File: src/hidm_pkg.sv
`timescale 1ns / 1ps
`default_nettype none
// ----------------------------------------------------------------------------
// hidm_pkg
// Shared types, constants and the multiply-add schedule of the heat index
// danger monitor.
// ----------------------------------------------------------------------------
package hidm_pkg;

  // default coefficient fraction bits
  localparam int COEF_FRAC_BITS_DEF = 24;

  // integer bits kept above the coefficient fraction in the accumulator
  localparam int XW = 30;

  // field widths
  localparam int TEMP_W  = 11;
  localparam int HUM_W   = 10;
  localparam int HI_W    = 12;
  localparam int MUL_W   = 12;

  // output range and decimal scale between the rounded sum and tenths
  localparam int HI_OUT_MIN = -1000;
  localparam int HI_OUT_MAX = 2000;
  localparam int HI_SCALE   = 1000;
  localparam int X_LO       = HI_OUT_MIN * HI_SCALE;
  localparam int X_HI       = (HI_OUT_MAX + 1) * HI_SCALE;

  // constant divide by 1000 through a reciprocal, exact for YW-bit values
  localparam int YW          = 22;
  localparam int RECIP_W     = 23;
  localparam int RECIP_SHIFT = 32;
  localparam logic [RECIP_W-1:0] RECIP = 23'd4294968;

  // register reset values
  localparam logic [11:0] RST_MIN_INDEX = 12'd260;
  localparam logic [10:0] RST_MIN_TEMP  = 11'd260;
  localparam logic [9:0]  RST_MIN_HUM   = 10'd400;

  // configuration port
  localparam int CFG_AW = 4;
  localparam int CFG_DW = 32;

  typedef enum logic [1:0] {
    REG_MIN_INDEX = 2'd0,
    REG_MIN_TEMP  = 2'd1,
    REG_MIN_HUM   = 2'd2
  } reg_idx_t;

  // regression coefficients, round(c * 2^32)
  localparam longint COEF_Q32 [9] = '{
    -64'sd37729976680,
    64'sd6920885003,
    64'sd10043990783,
    -64'sd627563656,
    -64'sd52862861,
    -64'sd70544098,
    64'sd9499317,
    64'sd3115827,
    -64'sd15385
  };

  // payload types
  typedef struct packed {
    logic signed [TEMP_W-1:0] temperature_tenths;
    logic [HUM_W-1:0]         humidity_tenths;
  } in_item_t;

  typedef struct packed {
    logic signed [HI_W-1:0] heat_index_tenths;
    logic                   index_updated;
    logic                   danger;
  } out_item_t;

  typedef struct packed {
    logic signed [11:0] min_index;
    logic signed [10:0] min_temp;
    logic [9:0]         min_hum;
  } cfg_t;

  // multiply-add step encoding
  typedef enum logic [1:0] {
    MUL_ZERO = 2'd0,
    MUL_H    = 2'd1,
    MUL_T    = 2'd2
  } mul_sel_t;

  typedef enum logic [3:0] {
    ADD_C1     = 4'd0,
    ADD_C2     = 4'd1,
    ADD_C3     = 4'd2,
    ADD_C4     = 4'd3,
    ADD_C5     = 4'd4,
    ADD_C6     = 4'd5,
    ADD_C7     = 4'd6,
    ADD_C8     = 4'd7,
    ADD_C9     = 4'd8,
    ADD_HOLD_A = 4'd9,
    ADD_HOLD_B = 4'd10
  } add_sel_t;

  typedef enum logic [1:0] {
    SAVE_NONE = 2'd0,
    SAVE_A    = 2'd1,
    SAVE_B    = 2'd2
  } save_sel_t;

  typedef struct packed {
    mul_sel_t  mul;
    add_sel_t  add;
    save_sel_t save;
  } step_op_t;

  typedef struct packed {
    logic     load_in;
    logic     step;
    step_op_t op;
    logic     round;
    logic     scale;
    logic     load_out;
  } dp_cmd_t;

  localparam int NUM_STEPS = 11;
  localparam int STEP_W    = 4;

  // working coefficient with frac fraction bits, round half up from Q32
  function automatic longint coef_fix(input int frac, input int k);
    int     sh;
    longint q;
    sh = 32 - frac;
    if (sh < 0) sh = 0;
    if (sh > 16) sh = 16;
    q = COEF_Q32[k];
    if (sh == 0) return q;
    return (q + (longint'(1) <<< (sh - 1))) >>> sh;
  endfunction

  // horner schedule: A0(h) saved, A1(h) saved, A2(h), then two passes in t
  function automatic step_op_t step_op(input logic [STEP_W-1:0] idx);
    step_op_t op;
    op = '{mul: MUL_ZERO, add: ADD_C1, save: SAVE_NONE};
    unique case (idx)
      4'd0:  op = '{mul: MUL_ZERO, add: ADD_C6,     save: SAVE_NONE};
      4'd1:  op = '{mul: MUL_H,    add: ADD_C3,     save: SAVE_NONE};
      4'd2:  op = '{mul: MUL_H,    add: ADD_C1,     save: SAVE_A};
      4'd3:  op = '{mul: MUL_ZERO, add: ADD_C8,     save: SAVE_NONE};
      4'd4:  op = '{mul: MUL_H,    add: ADD_C4,     save: SAVE_NONE};
      4'd5:  op = '{mul: MUL_H,    add: ADD_C2,     save: SAVE_B};
      4'd6:  op = '{mul: MUL_ZERO, add: ADD_C9,     save: SAVE_NONE};
      4'd7:  op = '{mul: MUL_H,    add: ADD_C7,     save: SAVE_NONE};
      4'd8:  op = '{mul: MUL_H,    add: ADD_C5,     save: SAVE_NONE};
      4'd9:  op = '{mul: MUL_T,    add: ADD_HOLD_B, save: SAVE_NONE};
      4'd10: op = '{mul: MUL_T,    add: ADD_HOLD_A, save: SAVE_NONE};
      default: op = '{mul: MUL_ZERO, add: ADD_C1, save: SAVE_NONE};
    endcase
    return op;
  endfunction

endpackage
`default_nettype wire

File: src/hidm_regs.sv
`timescale 1ns / 1ps
`default_nettype none
// ----------------------------------------------------------------------------
// hidm_regs
// APB-style register file holding the three danger thresholds.
// ----------------------------------------------------------------------------
module hidm_regs (
  input  wire logic                          clk,
  input  wire logic                          rst_n,
  input  wire logic                          cfg_psel,
  input  wire logic                          cfg_penable,
  input  wire logic                          cfg_pwrite,
  input  wire logic [hidm_pkg::CFG_AW-1:0]   cfg_paddr,
  input  wire logic [hidm_pkg::CFG_DW-1:0]   cfg_pwdata,
  output logic      [hidm_pkg::CFG_DW-1:0]   cfg_prdata,
  output logic                               cfg_pready,
  output hidm_pkg::cfg_t                     cfg
);
  import hidm_pkg::*;

  cfg_t     cfg_r;
  reg_idx_t idx;
  logic     wr_en;

  assign idx        = reg_idx_t'(cfg_paddr[3:2]);
  assign wr_en      = cfg_psel && cfg_penable && cfg_pwrite;
  assign cfg_pready = 1'b1;
  assign cfg        = cfg_r;

  // register writes, unmapped addresses ignored
  always_ff @(posedge clk) begin
    if (!rst_n) begin
      cfg_r.min_index <= RST_MIN_INDEX;
      cfg_r.min_temp  <= RST_MIN_TEMP;
      cfg_r.min_hum   <= RST_MIN_HUM;
    end else if (wr_en) begin
      unique case (idx)
        REG_MIN_INDEX: cfg_r.min_index <= cfg_pwdata[11:0];
        REG_MIN_TEMP:  cfg_r.min_temp  <= cfg_pwdata[10:0];
        REG_MIN_HUM:   cfg_r.min_hum   <= cfg_pwdata[9:0];
        default: ;
      endcase
    end
  end

  // read mux
  always_comb begin
    unique case (idx)
      REG_MIN_INDEX: cfg_prdata = {20'd0, cfg_r.min_index};
      REG_MIN_TEMP:  cfg_prdata = {21'd0, cfg_r.min_temp};
      REG_MIN_HUM:   cfg_prdata = {22'd0, cfg_r.min_hum};
      default:       cfg_prdata = '0;
    endcase
  end

endmodule
`default_nettype wire

File: src/hidm_ctrl.sv
`timescale 1ns / 1ps
`default_nettype none
// ----------------------------------------------------------------------------
// hidm_ctrl
// Sequencer: accepts a transaction, walks the multiply-add schedule, then
// rounding, scaling and the output load.
// ----------------------------------------------------------------------------
module hidm_ctrl (
  input  wire logic      clk,
  input  wire logic      rst_n,
  input  wire logic      in_valid,
  output logic           in_ready,
  output logic           out_valid,
  input  wire logic      out_ready,
  output hidm_pkg::dp_cmd_t cmd
);
  import hidm_pkg::*;

  typedef enum logic [2:0] {
    S_IDLE,
    S_RUN,
    S_ROUND,
    S_SCALE,
    S_DONE
  } state_t;

  state_t              state_r, state_nxt;
  logic [STEP_W-1:0]   step_r, step_nxt;
  logic                out_valid_r, out_valid_nxt;

  assign in_ready  = (state_r == S_IDLE);
  assign out_valid = out_valid_r;

  // state, step counter and output valid
  always_ff @(posedge clk) begin
    if (!rst_n) begin
      state_r     <= S_IDLE;
      step_r      <= '0;
      out_valid_r <= 1'b0;
    end else begin
      state_r     <= state_nxt;
      step_r      <= step_nxt;
      out_valid_r <= out_valid_nxt;
    end
  end

  // next state and datapath commands
  always_comb begin
    state_nxt     = state_r;
    step_nxt      = step_r;
    out_valid_nxt = out_valid_r && !out_ready;
    cmd           = '0;
    unique case (state_r)
      S_IDLE: begin
        if (in_valid) begin
          cmd.load_in = 1'b1;
          step_nxt    = '0;
          state_nxt   = S_RUN;
        end
      end
      S_RUN: begin
        cmd.step = 1'b1;
        cmd.op   = step_op(step_r);
        if (step_r == STEP_W'(NUM_STEPS - 1)) begin
          state_nxt = S_ROUND;
        end else begin
          step_nxt = step_r + 1'b1;
        end
      end
      S_ROUND: begin
        cmd.round = 1'b1;
        state_nxt = S_SCALE;
      end
      S_SCALE: begin
        cmd.scale = 1'b1;
        state_nxt = S_DONE;
      end
      S_DONE: begin
        // output slot free or being emptied this cycle
        if (!out_valid_r || out_ready) begin
          cmd.load_out  = 1'b1;
          out_valid_nxt = 1'b1;
          state_nxt     = S_IDLE;
        end
      end
      default: state_nxt = S_IDLE;
    endcase
  end

endmodule
`default_nettype wire

File: src/hidm_dp.sv
`timescale 1ns / 1ps
`default_nettype none
// ----------------------------------------------------------------------------
// hidm_dp
// Datapath: shared multiply-add accumulator, rounding and saturation,
// reciprocal divide to tenths, threshold compare and danger flag.
// ----------------------------------------------------------------------------
module hidm_dp #(
  parameter int COEF_FRAC_BITS = hidm_pkg::COEF_FRAC_BITS_DEF
) (
  input  wire logic                clk,
  input  wire logic                rst_n,
  input  wire hidm_pkg::dp_cmd_t   cmd,
  input  wire hidm_pkg::in_item_t  in_data,
  input  wire hidm_pkg::cfg_t      cfg,
  output hidm_pkg::out_item_t      out_data
);
  import hidm_pkg::*;

  // fraction bits actually used, coefficient shift kept within 0..16
  localparam int FRAC_EFF = (COEF_FRAC_BITS < 16) ? 16 :
                            (COEF_FRAC_BITS > 32) ? 32 : COEF_FRAC_BITS;
  localparam int ACC_W = FRAC_EFF + XW;

  // scaled coefficients of the tenths-domain polynomial
  localparam logic signed [ACC_W-1:0] K_C1 = ACC_W'(64'sd10000 * coef_fix(FRAC_EFF, 0));
  localparam logic signed [ACC_W-1:0] K_C2 = ACC_W'(64'sd1000 * coef_fix(FRAC_EFF, 1));
  localparam logic signed [ACC_W-1:0] K_C3 = ACC_W'(64'sd1000 * coef_fix(FRAC_EFF, 2));
  localparam logic signed [ACC_W-1:0] K_C4 = ACC_W'(64'sd100 * coef_fix(FRAC_EFF, 3));
  localparam logic signed [ACC_W-1:0] K_C5 = ACC_W'(64'sd100 * coef_fix(FRAC_EFF, 4));
  localparam logic signed [ACC_W-1:0] K_C6 = ACC_W'(64'sd100 * coef_fix(FRAC_EFF, 5));
  localparam logic signed [ACC_W-1:0] K_C7 = ACC_W'(64'sd10 * coef_fix(FRAC_EFF, 6));
  localparam logic signed [ACC_W-1:0] K_C8 = ACC_W'(64'sd10 * coef_fix(FRAC_EFF, 7));
  localparam logic signed [ACC_W-1:0] K_C9 = ACC_W'(coef_fix(FRAC_EFF, 8));

  // half of 1000 * 2^F for round half up
  localparam logic signed [ACC_W-1:0] HALF = ACC_W'(64'sd500 <<< FRAC_EFF);
  localparam logic signed [XW-1:0]    X_LO_S = XW'(X_LO);
  localparam logic signed [XW-1:0]    X_HI_S = XW'(X_HI);
  localparam logic [HI_W-1:0]         HI_BIAS = HI_W'(-HI_OUT_MIN);
  localparam logic signed [HI_W-1:0]  HI_MIN_S = HI_W'(HI_OUT_MIN);
  localparam logic signed [HI_W-1:0]  HI_MAX_S = HI_W'(HI_OUT_MAX);

  logic signed [TEMP_W-1:0]      t_r;
  logic [HUM_W-1:0]              h_r;
  logic signed [ACC_W-1:0]       acc_r, acc_nxt;
  logic signed [ACC_W-1:0]       hold_a_r, hold_b_r;
  logic signed [MUL_W-1:0]       mul_op;
  logic signed [ACC_W+MUL_W-1:0] prod;
  logic signed [ACC_W-1:0]       addend;
  logic signed [ACC_W-1:0]       biased;
  logic signed [XW-1:0]          x;
  logic signed [XW-1:0]          x_off;
  logic [YW-1:0]                 y_r;
  logic                          sat_lo_r, sat_hi_r;
  logic [YW+RECIP_W-1:0]         prod_y;
  logic [HI_W-1:0]               q;
  logic signed [HI_W-1:0]        hi_nxt, hi_r;
  logic                          now;
  logic                          flag_r;
  out_item_t                     out_r;

  // capture the item
  always_ff @(posedge clk) begin
    if (cmd.load_in) begin
      t_r <= in_data.temperature_tenths;
      h_r <= in_data.humidity_tenths;
    end
  end

  // multiplier operand select
  always_comb begin
    unique case (cmd.op.mul)
      MUL_ZERO: mul_op = '0;
      MUL_H:    mul_op = $signed({{(MUL_W-HUM_W){1'b0}}, h_r});
      MUL_T:    mul_op = MUL_W'(t_r);
      default:  mul_op = '0;
    endcase
  end

  // addend select
  always_comb begin
    unique case (cmd.op.add)
      ADD_C1:     addend = K_C1;
      ADD_C2:     addend = K_C2;
      ADD_C3:     addend = K_C3;
      ADD_C4:     addend = K_C4;
      ADD_C5:     addend = K_C5;
      ADD_C6:     addend = K_C6;
      ADD_C7:     addend = K_C7;
      ADD_C8:     addend = K_C8;
      ADD_C9:     addend = K_C9;
      ADD_HOLD_A: addend = hold_a_r;
      ADD_HOLD_B: addend = hold_b_r;
      default:    addend = '0;
    endcase
  end

  // multiply-add; a zero operand skips the product so a stale acc never leaks in
  assign prod    = acc_r * mul_op;
  assign acc_nxt = (cmd.op.mul == MUL_ZERO) ? addend
                                            : $signed(prod[ACC_W-1:0]) + addend;

  always_ff @(posedge clk) begin
    if (cmd.step) begin
      acc_r <= acc_nxt;
      if (cmd.op.save == SAVE_A) hold_a_r <= acc_nxt;
      if (cmd.op.save == SAVE_B) hold_b_r <= acc_nxt;
    end
  end

  // add half a tenth, truncate to integer thousandths of tenths, check saturation
  assign biased = acc_r + HALF;
  assign x      = biased[ACC_W-1:FRAC_EFF];
  assign x_off  = x - X_LO_S;

  always_ff @(posedge clk) begin
    if (cmd.round) begin
      sat_lo_r <= (x < X_LO_S);
      sat_hi_r <= (x >= X_HI_S);
      y_r      <= x_off[YW-1:0];
    end
  end

  // divide by 1000 through the reciprocal, then remove the offset
  assign prod_y = y_r * RECIP;
  assign q      = prod_y[RECIP_SHIFT +: HI_W];

  always_comb begin
    priority if (sat_lo_r) hi_nxt = HI_MIN_S;
    else if (sat_hi_r)     hi_nxt = HI_MAX_S;
    else                   hi_nxt = $signed(q - HI_BIAS);
  end

  always_ff @(posedge clk) begin
    if (cmd.scale) begin
      hi_r <= hi_nxt;
    end
  end

  // threshold compare
  assign now = ($signed(hi_r) >= $signed(cfg.min_index))
            && ($signed(t_r) >= $signed(cfg.min_temp))
            && (h_r >= cfg.min_hum);

  // danger flag
  always_ff @(posedge clk) begin
    if (!rst_n) begin
      flag_r <= 1'b0;
    end else if (cmd.load_out) begin
      flag_r <= now;
    end
  end

  // output register
  always_ff @(posedge clk) begin
    if (cmd.load_out) begin
      out_r.heat_index_tenths <= hi_r;
      out_r.index_updated     <= now || flag_r;
      out_r.danger            <= now;
    end
  end

  assign out_data = out_r;

endmodule
`default_nettype wire

File: src/heat_index_danger_monitor_core.sv
`timescale 1ns / 1ps
`default_nettype none
// ----------------------------------------------------------------------------
// heat_index_danger_monitor_core
// Heat index from temperature and humidity in tenths, with a danger flag
// against three programmable minimums.
// ----------------------------------------------------------------------------
// One transaction is processed at a time; a new input is taken only after
// the previous result has been loaded into the output register, which
// waits while the output side stalls. The work is eleven passes of the
// nine-term regression through one shared multiply-add unit (Horner form in
// humidity, then in temperature), followed by a round/saturate step, a
// reciprocal divide-by-1000 step and the output load. The output register
// holds a finished result while the next input is already accepted. The
// thresholds are written through the APB port at byte addresses 0, 4 and 8
// and should only change while no transaction is in flight.
// ----------------------------------------------------------------------------
module heat_index_danger_monitor_core #(
  parameter int COEF_FRAC_BITS = hidm_pkg::COEF_FRAC_BITS_DEF
) (
  input  wire logic                         clk,
  input  wire logic                         rst_n,
  input  wire logic                         in_valid,
  output logic                              in_ready,
  input  wire hidm_pkg::in_item_t           in_data,
  output logic                              out_valid,
  input  wire logic                         out_ready,
  output hidm_pkg::out_item_t               out_data,
  input  wire logic                         cfg_psel,
  input  wire logic                         cfg_penable,
  input  wire logic                         cfg_pwrite,
  input  wire logic [hidm_pkg::CFG_AW-1:0]  cfg_paddr,
  input  wire logic [hidm_pkg::CFG_DW-1:0]  cfg_pwdata,
  output logic      [hidm_pkg::CFG_DW-1:0]  cfg_prdata,
  output logic                              cfg_pready
);
  import hidm_pkg::*;

  cfg_t    cfg;
  dp_cmd_t cmd;

  // threshold registers
  hidm_regs u_regs (
    .clk         (clk),
    .rst_n       (rst_n),
    .cfg_psel    (cfg_psel),
    .cfg_penable (cfg_penable),
    .cfg_pwrite  (cfg_pwrite),
    .cfg_paddr   (cfg_paddr),
    .cfg_pwdata  (cfg_pwdata),
    .cfg_prdata  (cfg_prdata),
    .cfg_pready  (cfg_pready),
    .cfg         (cfg)
  );

  // sequencer
  hidm_ctrl u_ctrl (
    .clk       (clk),
    .rst_n     (rst_n),
    .in_valid  (in_valid),
    .in_ready  (in_ready),
    .out_valid (out_valid),
    .out_ready (out_ready),
    .cmd       (cmd)
  );

  // arithmetic and flag
  hidm_dp #(
    .COEF_FRAC_BITS (COEF_FRAC_BITS)
  ) u_dp (
    .clk      (clk),
    .rst_n    (rst_n),
    .cmd      (cmd),
    .in_data  (in_data),
    .cfg      (cfg),
    .out_data (out_data)
  );

endmodule
`default_nettype wire

File: config.mk
export PLATFORM = sky130hd
export DESIGN_NAME = heat_index_danger_monitor_core
export DESIGN_NICKNAME = d
export VERILOG_FILES = /design/src/hidm_pkg.sv /design/src/hidm_regs.sv /design/src/hidm_ctrl.sv /design/src/hidm_dp.sv /design/src/heat_index_danger_monitor_core.sv
export SDC_FILE = /design/constraint.sdc
export NUM_CORES = 2
export LEC_CHECK = 0
export ABC_AREA = 1
export ABC_CLOCK_PERIOD_IN_PS = 10000
export BUFFER_PORTS_ARGS = -buffer_cell sky130_fd_sc_hd__buf_2
export CAP_MARGIN = 30
export CORE_MARGIN = 5
export CORE_UTILIZATION = 66
export CTS_CLUSTER_DIAMETER = 100
export CTS_CLUSTER_SIZE = 20
export DETAILED_ROUTE_END_ITERATION = 12
export GPL_TIMING_DRIVEN = 1
export PLACE_DENSITY = 0.84
export SYNTH_ARGS = -nofsm -noshare
export SYNTH_HDL_FRONTEND = slang
export SYNTH_SLANG_ARGS = --single-unit
File: constraint.sdc
create_clock -name clk -period 10 [get_ports clk]
set_input_delay 0.5 -clock clk [delete_from_list [all_inputs] [get_ports clk]]
set_output_delay 0.5 -clock clk [all_outputs]
set_load 0.02 [all_outputs]
Yosys cells after proc, flatten, opt, wreduce, memory -nomap -nowiden --
Memories as Yosys holds them, arrays and structs flattened. A register that Yosys moved wholly into a read port is not among the register bits. Cells that the tools add are included.
Storage, ports and cells: flip-flop bits (word level) 275, ROM bits 128, input bits 64, output and inout port bits 49, word-level logic and storage cells 103, memories kept 1
Memory list:
- (no name shown) | words 16, width 8, read ports 1, clocked after memory_dff 1, wr ports 0, RTL line hidm_pkg.sv:142 | unique case (idx)
Operators by class: add/subtract/negate cells 5, multipliers 2, $lt $le $gt $ge 5, eq/ne operators 25, muxes and demuxes 23, reductions and logical operators 22
Operators by type and width (number):
- 54-bit one-hot mux with 11 select lines | 1
- 54-bit by 34-bit adder with 54-bit output, second input constant | 1
- 54-bit adder | 1
- 54-bit by 12-bit multiplier with 54-bit output | 1
- 54-bit 2-to-1 mux | 1
- 22-bit by 20-bit multiplier with 41-bit output, second input constant | 1
- 12-bit one-hot mux with 3 select lines | 1
- 30-bit by 22-bit >= comparator with 1-bit output, second input constant | 1
- 30-bit by 21-bit < comparator with 1-bit output, second input constant | 1
- 12-bit one-hot mux with 2 select lines | 1
- 22-bit by 21-bit subtractor with 22-bit output, second input constant | 1
- 4-bit by 3-bit equality test with 1-bit output, second input constant | 4
- 4-bit equality test, second input constant | 4
- 4-bit 2-to-1 mux | 4
- 3-bit one-hot mux with 5 select lines | 1
- 12-bit >= comparator | 1
- 12-bit 2-to-1 mux | 1
- 12-bit by 10-bit subtractor with 12-bit output, second input constant | 1
- 11-bit >= comparator | 1
- 10-bit >= comparator | 1
- 2-bit AND reduction | 5
- 3-bit 2-to-1 mux | 3
- 9-bit 2-to-1 mux | 1
- 4-bit by 2-bit equality test with 1-bit output, second input constant | 2
- other kinds (20) | 42

Logic depth before layout (Yosys ltp) --
word-level depth 7, gate-level depth with buffers 39, mapped depth without buffers 37

Modules after synthesis --
Synthesis repeated with hierarchy kept, for this count alone.
Second synthesis, totals: cell total of the unflattened synthesis 4752, area, all modules 39982.1 µm²
Modules (own cells, without submodules):
- hidm_dp | times used 1, cells an instance 4345, area an instance 37194.4 µm², sequential area each 7016.7 µm²
- hidm_regs | times used 1, cells an instance 267, area an instance 1786.7 µm², sequential area each 660.6 µm²
- hidm_ctrl | times used 1, cells an instance 140, area an instance 1001.0 µm², sequential area each 320.3 µm²

Worst setup path before layout --
Ideal clock, no wire load.
kind register to register, from reg u_ctrl.state_r[0], to reg u_dp.acc_r[46] (data pin), library setup time 282 ps, data arrival time 7497 ps, required time 9718 ps, path slack 2221 ps, cell stages (with the launch flop) 37, buffers on the path 3, clock period less this slack 7779 ps, path through dfxtp_1 -> inv_2 -> nor2_8 -> nand2_8 -> inv_2 -> nand2_1 -> ha_1 -> inv_1 -> buf_2 -> nand2_1 -> clkbuf_1 -> buf_1 -> nor2_1 -> fa_1 -> inv_1 -> fa_1 -> inv_1 -> fa_1 -> fa_1 -> fa_1 -> inv_1 -> fa_1 -> inv_1 -> ha_1 -> a21oi_1 -> nor2_1 -> nor2_1 -> nand2_1 -> nand2_1 -> nand2_1 -> nand2_1 -> nand3_1 -> nand2_1 -> nand3_1 -> or2_2 -> nand3_1 -> o21ai_0
Between the ends: word-level cells in the longest chain between the ends 7, elaborated cells on any way between the ends 21, classes of those cells add/sub: 1; mul: 1; eq/ne: 13; mux: 4; reduce/logical: 2
RTL lines:
- from (decl) | RTL line hidm_ctrl.sv:27 | state_t state_r, state_nxt;
- from (signal assigned) | RTL line hidm_ctrl.sv:41 | state_r <= state_nxt;
- 3-bit by 1-bit equality test with 1-bit output (*) | RTL line hidm_ctrl.sv:53 | unique case (state_r)
- 9-bit 2-to-1 mux (*) | RTL line hidm_ctrl.sv:53
- 2-bit equality test / 2-bit by 1-bit equality test with 1-bit output (equally long branches) | RTL line hidm_dp.sv:73 | unique case (cmd.op.mul)
- 12-bit one-hot mux with 2 select lines | RTL line hidm_dp.sv:73
- 54-bit by 12-bit multiplier with 54-bit output | RTL line hidm_dp.sv:100 | assign prod = acc_r * mul_op;
- 54-bit adder | RTL line hidm_dp.sv:102 | : $signed(prod[ACC_W-1:0]) + addend;
- 54-bit 2-to-1 mux (*) | RTL line hidm_dp.sv:101 | assign acc_nxt = (cmd.op.mul == MUL_ZERO) ? addend
- via u_dp.acc_nxt[46] | RTL line hidm_dp.sv:46 | logic signed [ACC_W-1:0] acc_r, acc_nxt;
- to (signal assigned) | RTL line hidm_dp.sv:106 | acc_r <= acc_nxt;
- to (decl) | RTL line hidm_dp.sv:46
Mark *: on every way through the listed nets, which the timed path passes. The rest lies on a longest branch. A chain may end at the register's enable or synchronous reset.

Worst setup path after layout --
from reg u_ctrl.state_r[1], to reg u_dp.acc_r[33] (data pin)
Same word-level chain as after synthesis.

==> flow_summary.json <==
{
  "tritoncts": "built",
  "cts_resized": 0,
  "grt_remaining_overflow": 0,
  "rows": 90,
  "cpMostUsedCell": "nand2_1",
  "synth_xor_area_share_pct": 1.24,
  "drcViolationCount": 0,
  "fin_crit_ps": 9090,
  "grt_pass1_wl_um": 179000,
  "htreeDepth": 1,
  "synth_top_area_share_pct": 30.7,
  "first_global_vias": 33100,
  "final-hold-violation-count": 0,
  "top_usage_layer": "met2",
  "ant_nets": 0,
  "worst_pin_slew_ps": 1060,
  "cap_viol_max_count": 0,
  "synthFlopType": "edfxtp_1",
  "ir_drop_mv": 0.223,
  "critPathMaxFanout": 21,
  "yosysUniqueCellTypes": 66,
  "synth_common_cells": "nand2_1 (1026), inv_1 (972), fa_1 (608)",
  "die_w_um": 255,
  "clk_path_buf_depth": 3,
  "setup-violations-final": 0,
  "first_iter_violations": 3238,
  "dr.pass1.iters": 8,
  "cts_setup_buffers": 0,
  "status": "complete, no violations",
  "hold_depth": 1,
  "hpwl_um": 92400,
  "synthTopCellsByArea": "fa_1 (31%), edfxtp_1 (18%), ha_1 (11%)",
  "synth.area.mux_share_pct": 0.0504,
  "cts_buffers": 19,
  "yosys_warnings": 0,
  "use_met1_pct": 48.2,
  "fp.dieH_um": 255,
  "clock_skew_ps": 27.1,
  "area_growth_pct": 3.96,
  "syn_avg_cell_area_sq_um": 8.43,
  "critical_path_class": "reg2reg",
  "place_congestion": 1.01,
  "max_freq_mhz": 110,
  "r2r_cells": 32,
  "required_ps": 10230,
  "p_leak_nw": 20.4,
  "coreArea_sq_um": 60000,
  "power_density_nw_per_um2": 186,
  "maxSlewViolCount": 0,
  "grt_use_met2_pct": 53.9,
  "synth_most_common_cell": "nand2_1",
  "start_util_pct": 66.2,
  "port_buffers": 69,
  "synth_compound_area_share_pct": 6.31,
  "regToRegSetupSlack_ps": 910,
  "async_reset_ff_share_pct": 0,
  "synthSimpleGateAreaFrac_pct": 19.3,
  "dieArea_sq_um": 65200,
  "clk_pin_slew_ps": 100,
  "grt_max_degree": 86,
  "clk_latency_ps": 570,
  "crit_arrival_ps": 9330,
  "worst_hold_path_type": "in2reg",
  "finalPower_mw": 7.67,
  "ys_seq_elements": 283,
  "finalSetupTns_ps": 0,
  "synth_edf_count": 233,
  "ctsHoldBuffers": 0,
  "nets": 5725,
  "grt_usage_pct": 35.2,
  "rsz0062_at_grt": "false",
  "avgViaCountPerCell": 5.87,
  "relSlewSlack_pct": 29.3,
  "clock-root-buffer": "clkbuf_16",
  "antenna_found_initial": 1,
  "cp-start-kind": "flip-flop",
  "routed_wl_um": 113000,
  "io_pins": 113,
  "drt-wirelength-per-cell_um": 20.5,
  "yosysTopAreaCell": "fa_1",
  "synth_top_family_by_area": "adder cells",
  "synthAdderAreaFrac_pct": 41.7,
  "grt.met3_usage_pct": 10.1,
  "synth_area_sq_um": 39700,
  "slowest_stage": "inv_1",
  "clock_sinks": 283,
  "ys_seq_area_share_pct": 20.1,
  "fillers": 4738,
  "slowest_delay_ps": 860,
  "final.period_utilization_pct": 90.9,
  "drive_gt1_share_pct": 4.88,
  "cp-end-kind": "flip-flop",
  "syn_inst": 4710,
  "vias": 32300
}
-- registers in the layout (all words and copies together) (netlist names), 10 cells and up, named ones only --
signal / count
u_dp.hi_r: 12
u_dp.acc_r: 54
u_dp.h_r: 10
u_dp.hold_b_r: 54
u_dp.hold_a_r: 54
u_dp.out_data: 14
u_dp.t_r: 11
u_regs.cfg: 33
u_dp.y_r: 22
-- through the flow --
step / area [sq um] / hold WS (ps) / utilization (%) / cells / worst slack (ps)
after floorplan: 39800 / 424 / - / 4729 / 2220
after global placement: 40600 / 434 / 67.7 / 5461 / 1410
after detailed placement: 40700 / 435 / 67.8 / 5463 / 1290
after CTS: 41300 / 92.0 / 68.8 / 5496 / 1240
after global routing: 41300 / 99.6 / 68.8 / 5496 / 519
final: 41300 / 103 / 68.8 / 5500 / 907
-- where the power goes --
part	internal (mW)	total [mW]	switching, mW
Sequential	1.47	1.67	0.192
Clock	0.410	0.863	0.453
Combinational	1.68	5.13	3.46
Total	3.56	7.67	4.10
-- per-layer routing --
layer  vias up  routed length [um]
met4         0                5610
met3       379               14000
met1     15500               43800
li1      14500                   -
met2      1968               49600
met5         -                   0
-- worst max-delay path, delay by kind of cell, from the launching register on --
kind,cells,cell delay [ps]
buf+inv,9,2150
compound gates,3,890
fa+ha+maj,8,3370
flops,1,440
simple gates,12,1880
-- placed cells by master, fill, tap and decap left out, types with 9 or more instances in the layout --
master,netlist,final
a22o_1,17,17
a221oi_1,12,12
nor2_1,516,514
inv_1,972,971
o21ai_0,135,135
dfxtp_1,50,50
o21bai_1,18,18
nand3_1,148,148
or2_2,23,23
xnor2_1,10,10
nor3_1,28,27
fa_1,608,608
a31oi_1,25,25
buf_2,17,69
conb_1,2,21
o221ai_1,9,9
nand2_1,1026,1025
nor2_4,9,11
xor2_1,37,37
ha_1,351,351
o21ai_1,10,10
clkbuf_16,0,20
inv_2,16,17
o211ai_1,12,12
nor2_2,11,11
nor4_1,9,9
buf_4,34,33
nand4_1,43,43
a21oi_1,132,132
nand3b_1,9,9
edfxtp_1,233,233
and3_1,12,12
-- logic make-up after synthesis --
| logic type | after synthesis |
|---|---|
| other cells | 2 |
| buf+inv | 1142 |
| mux | 2 |
| compound gates | 414 |
| fa+ha+maj | 959 |
| simple gates | 1856 |
| flops | 283 |
| xor+xnor | 52 |
-- area by class of cell --
type	instances	area, sq um	area share, %
diodes	4	10.0	0.0242
clock buffers	28	541	1.31
clock inverters	5	70.1	0.170
inverters	990	3720	9.00
multi-input cells	3304	27400	66.3
flip-flops and latches	283	8000	19.4
well taps	782	978	2.37
repair buffers	104	617	1.49
-- path summary, 6_finish.rpt --
path,from,end
setup / recovery,u_ctrl.state_r[1],u_dp.acc_r[33]
hold / removal,in_data[18],u_dp.t_r[8]
setup reg to reg,u_ctrl.state_r[1],u_dp.acc_r[33]
hold reg to reg,u_dp.hi_r[0],u_dp.out_data[2]
Power figures use the tool's default switching activity.
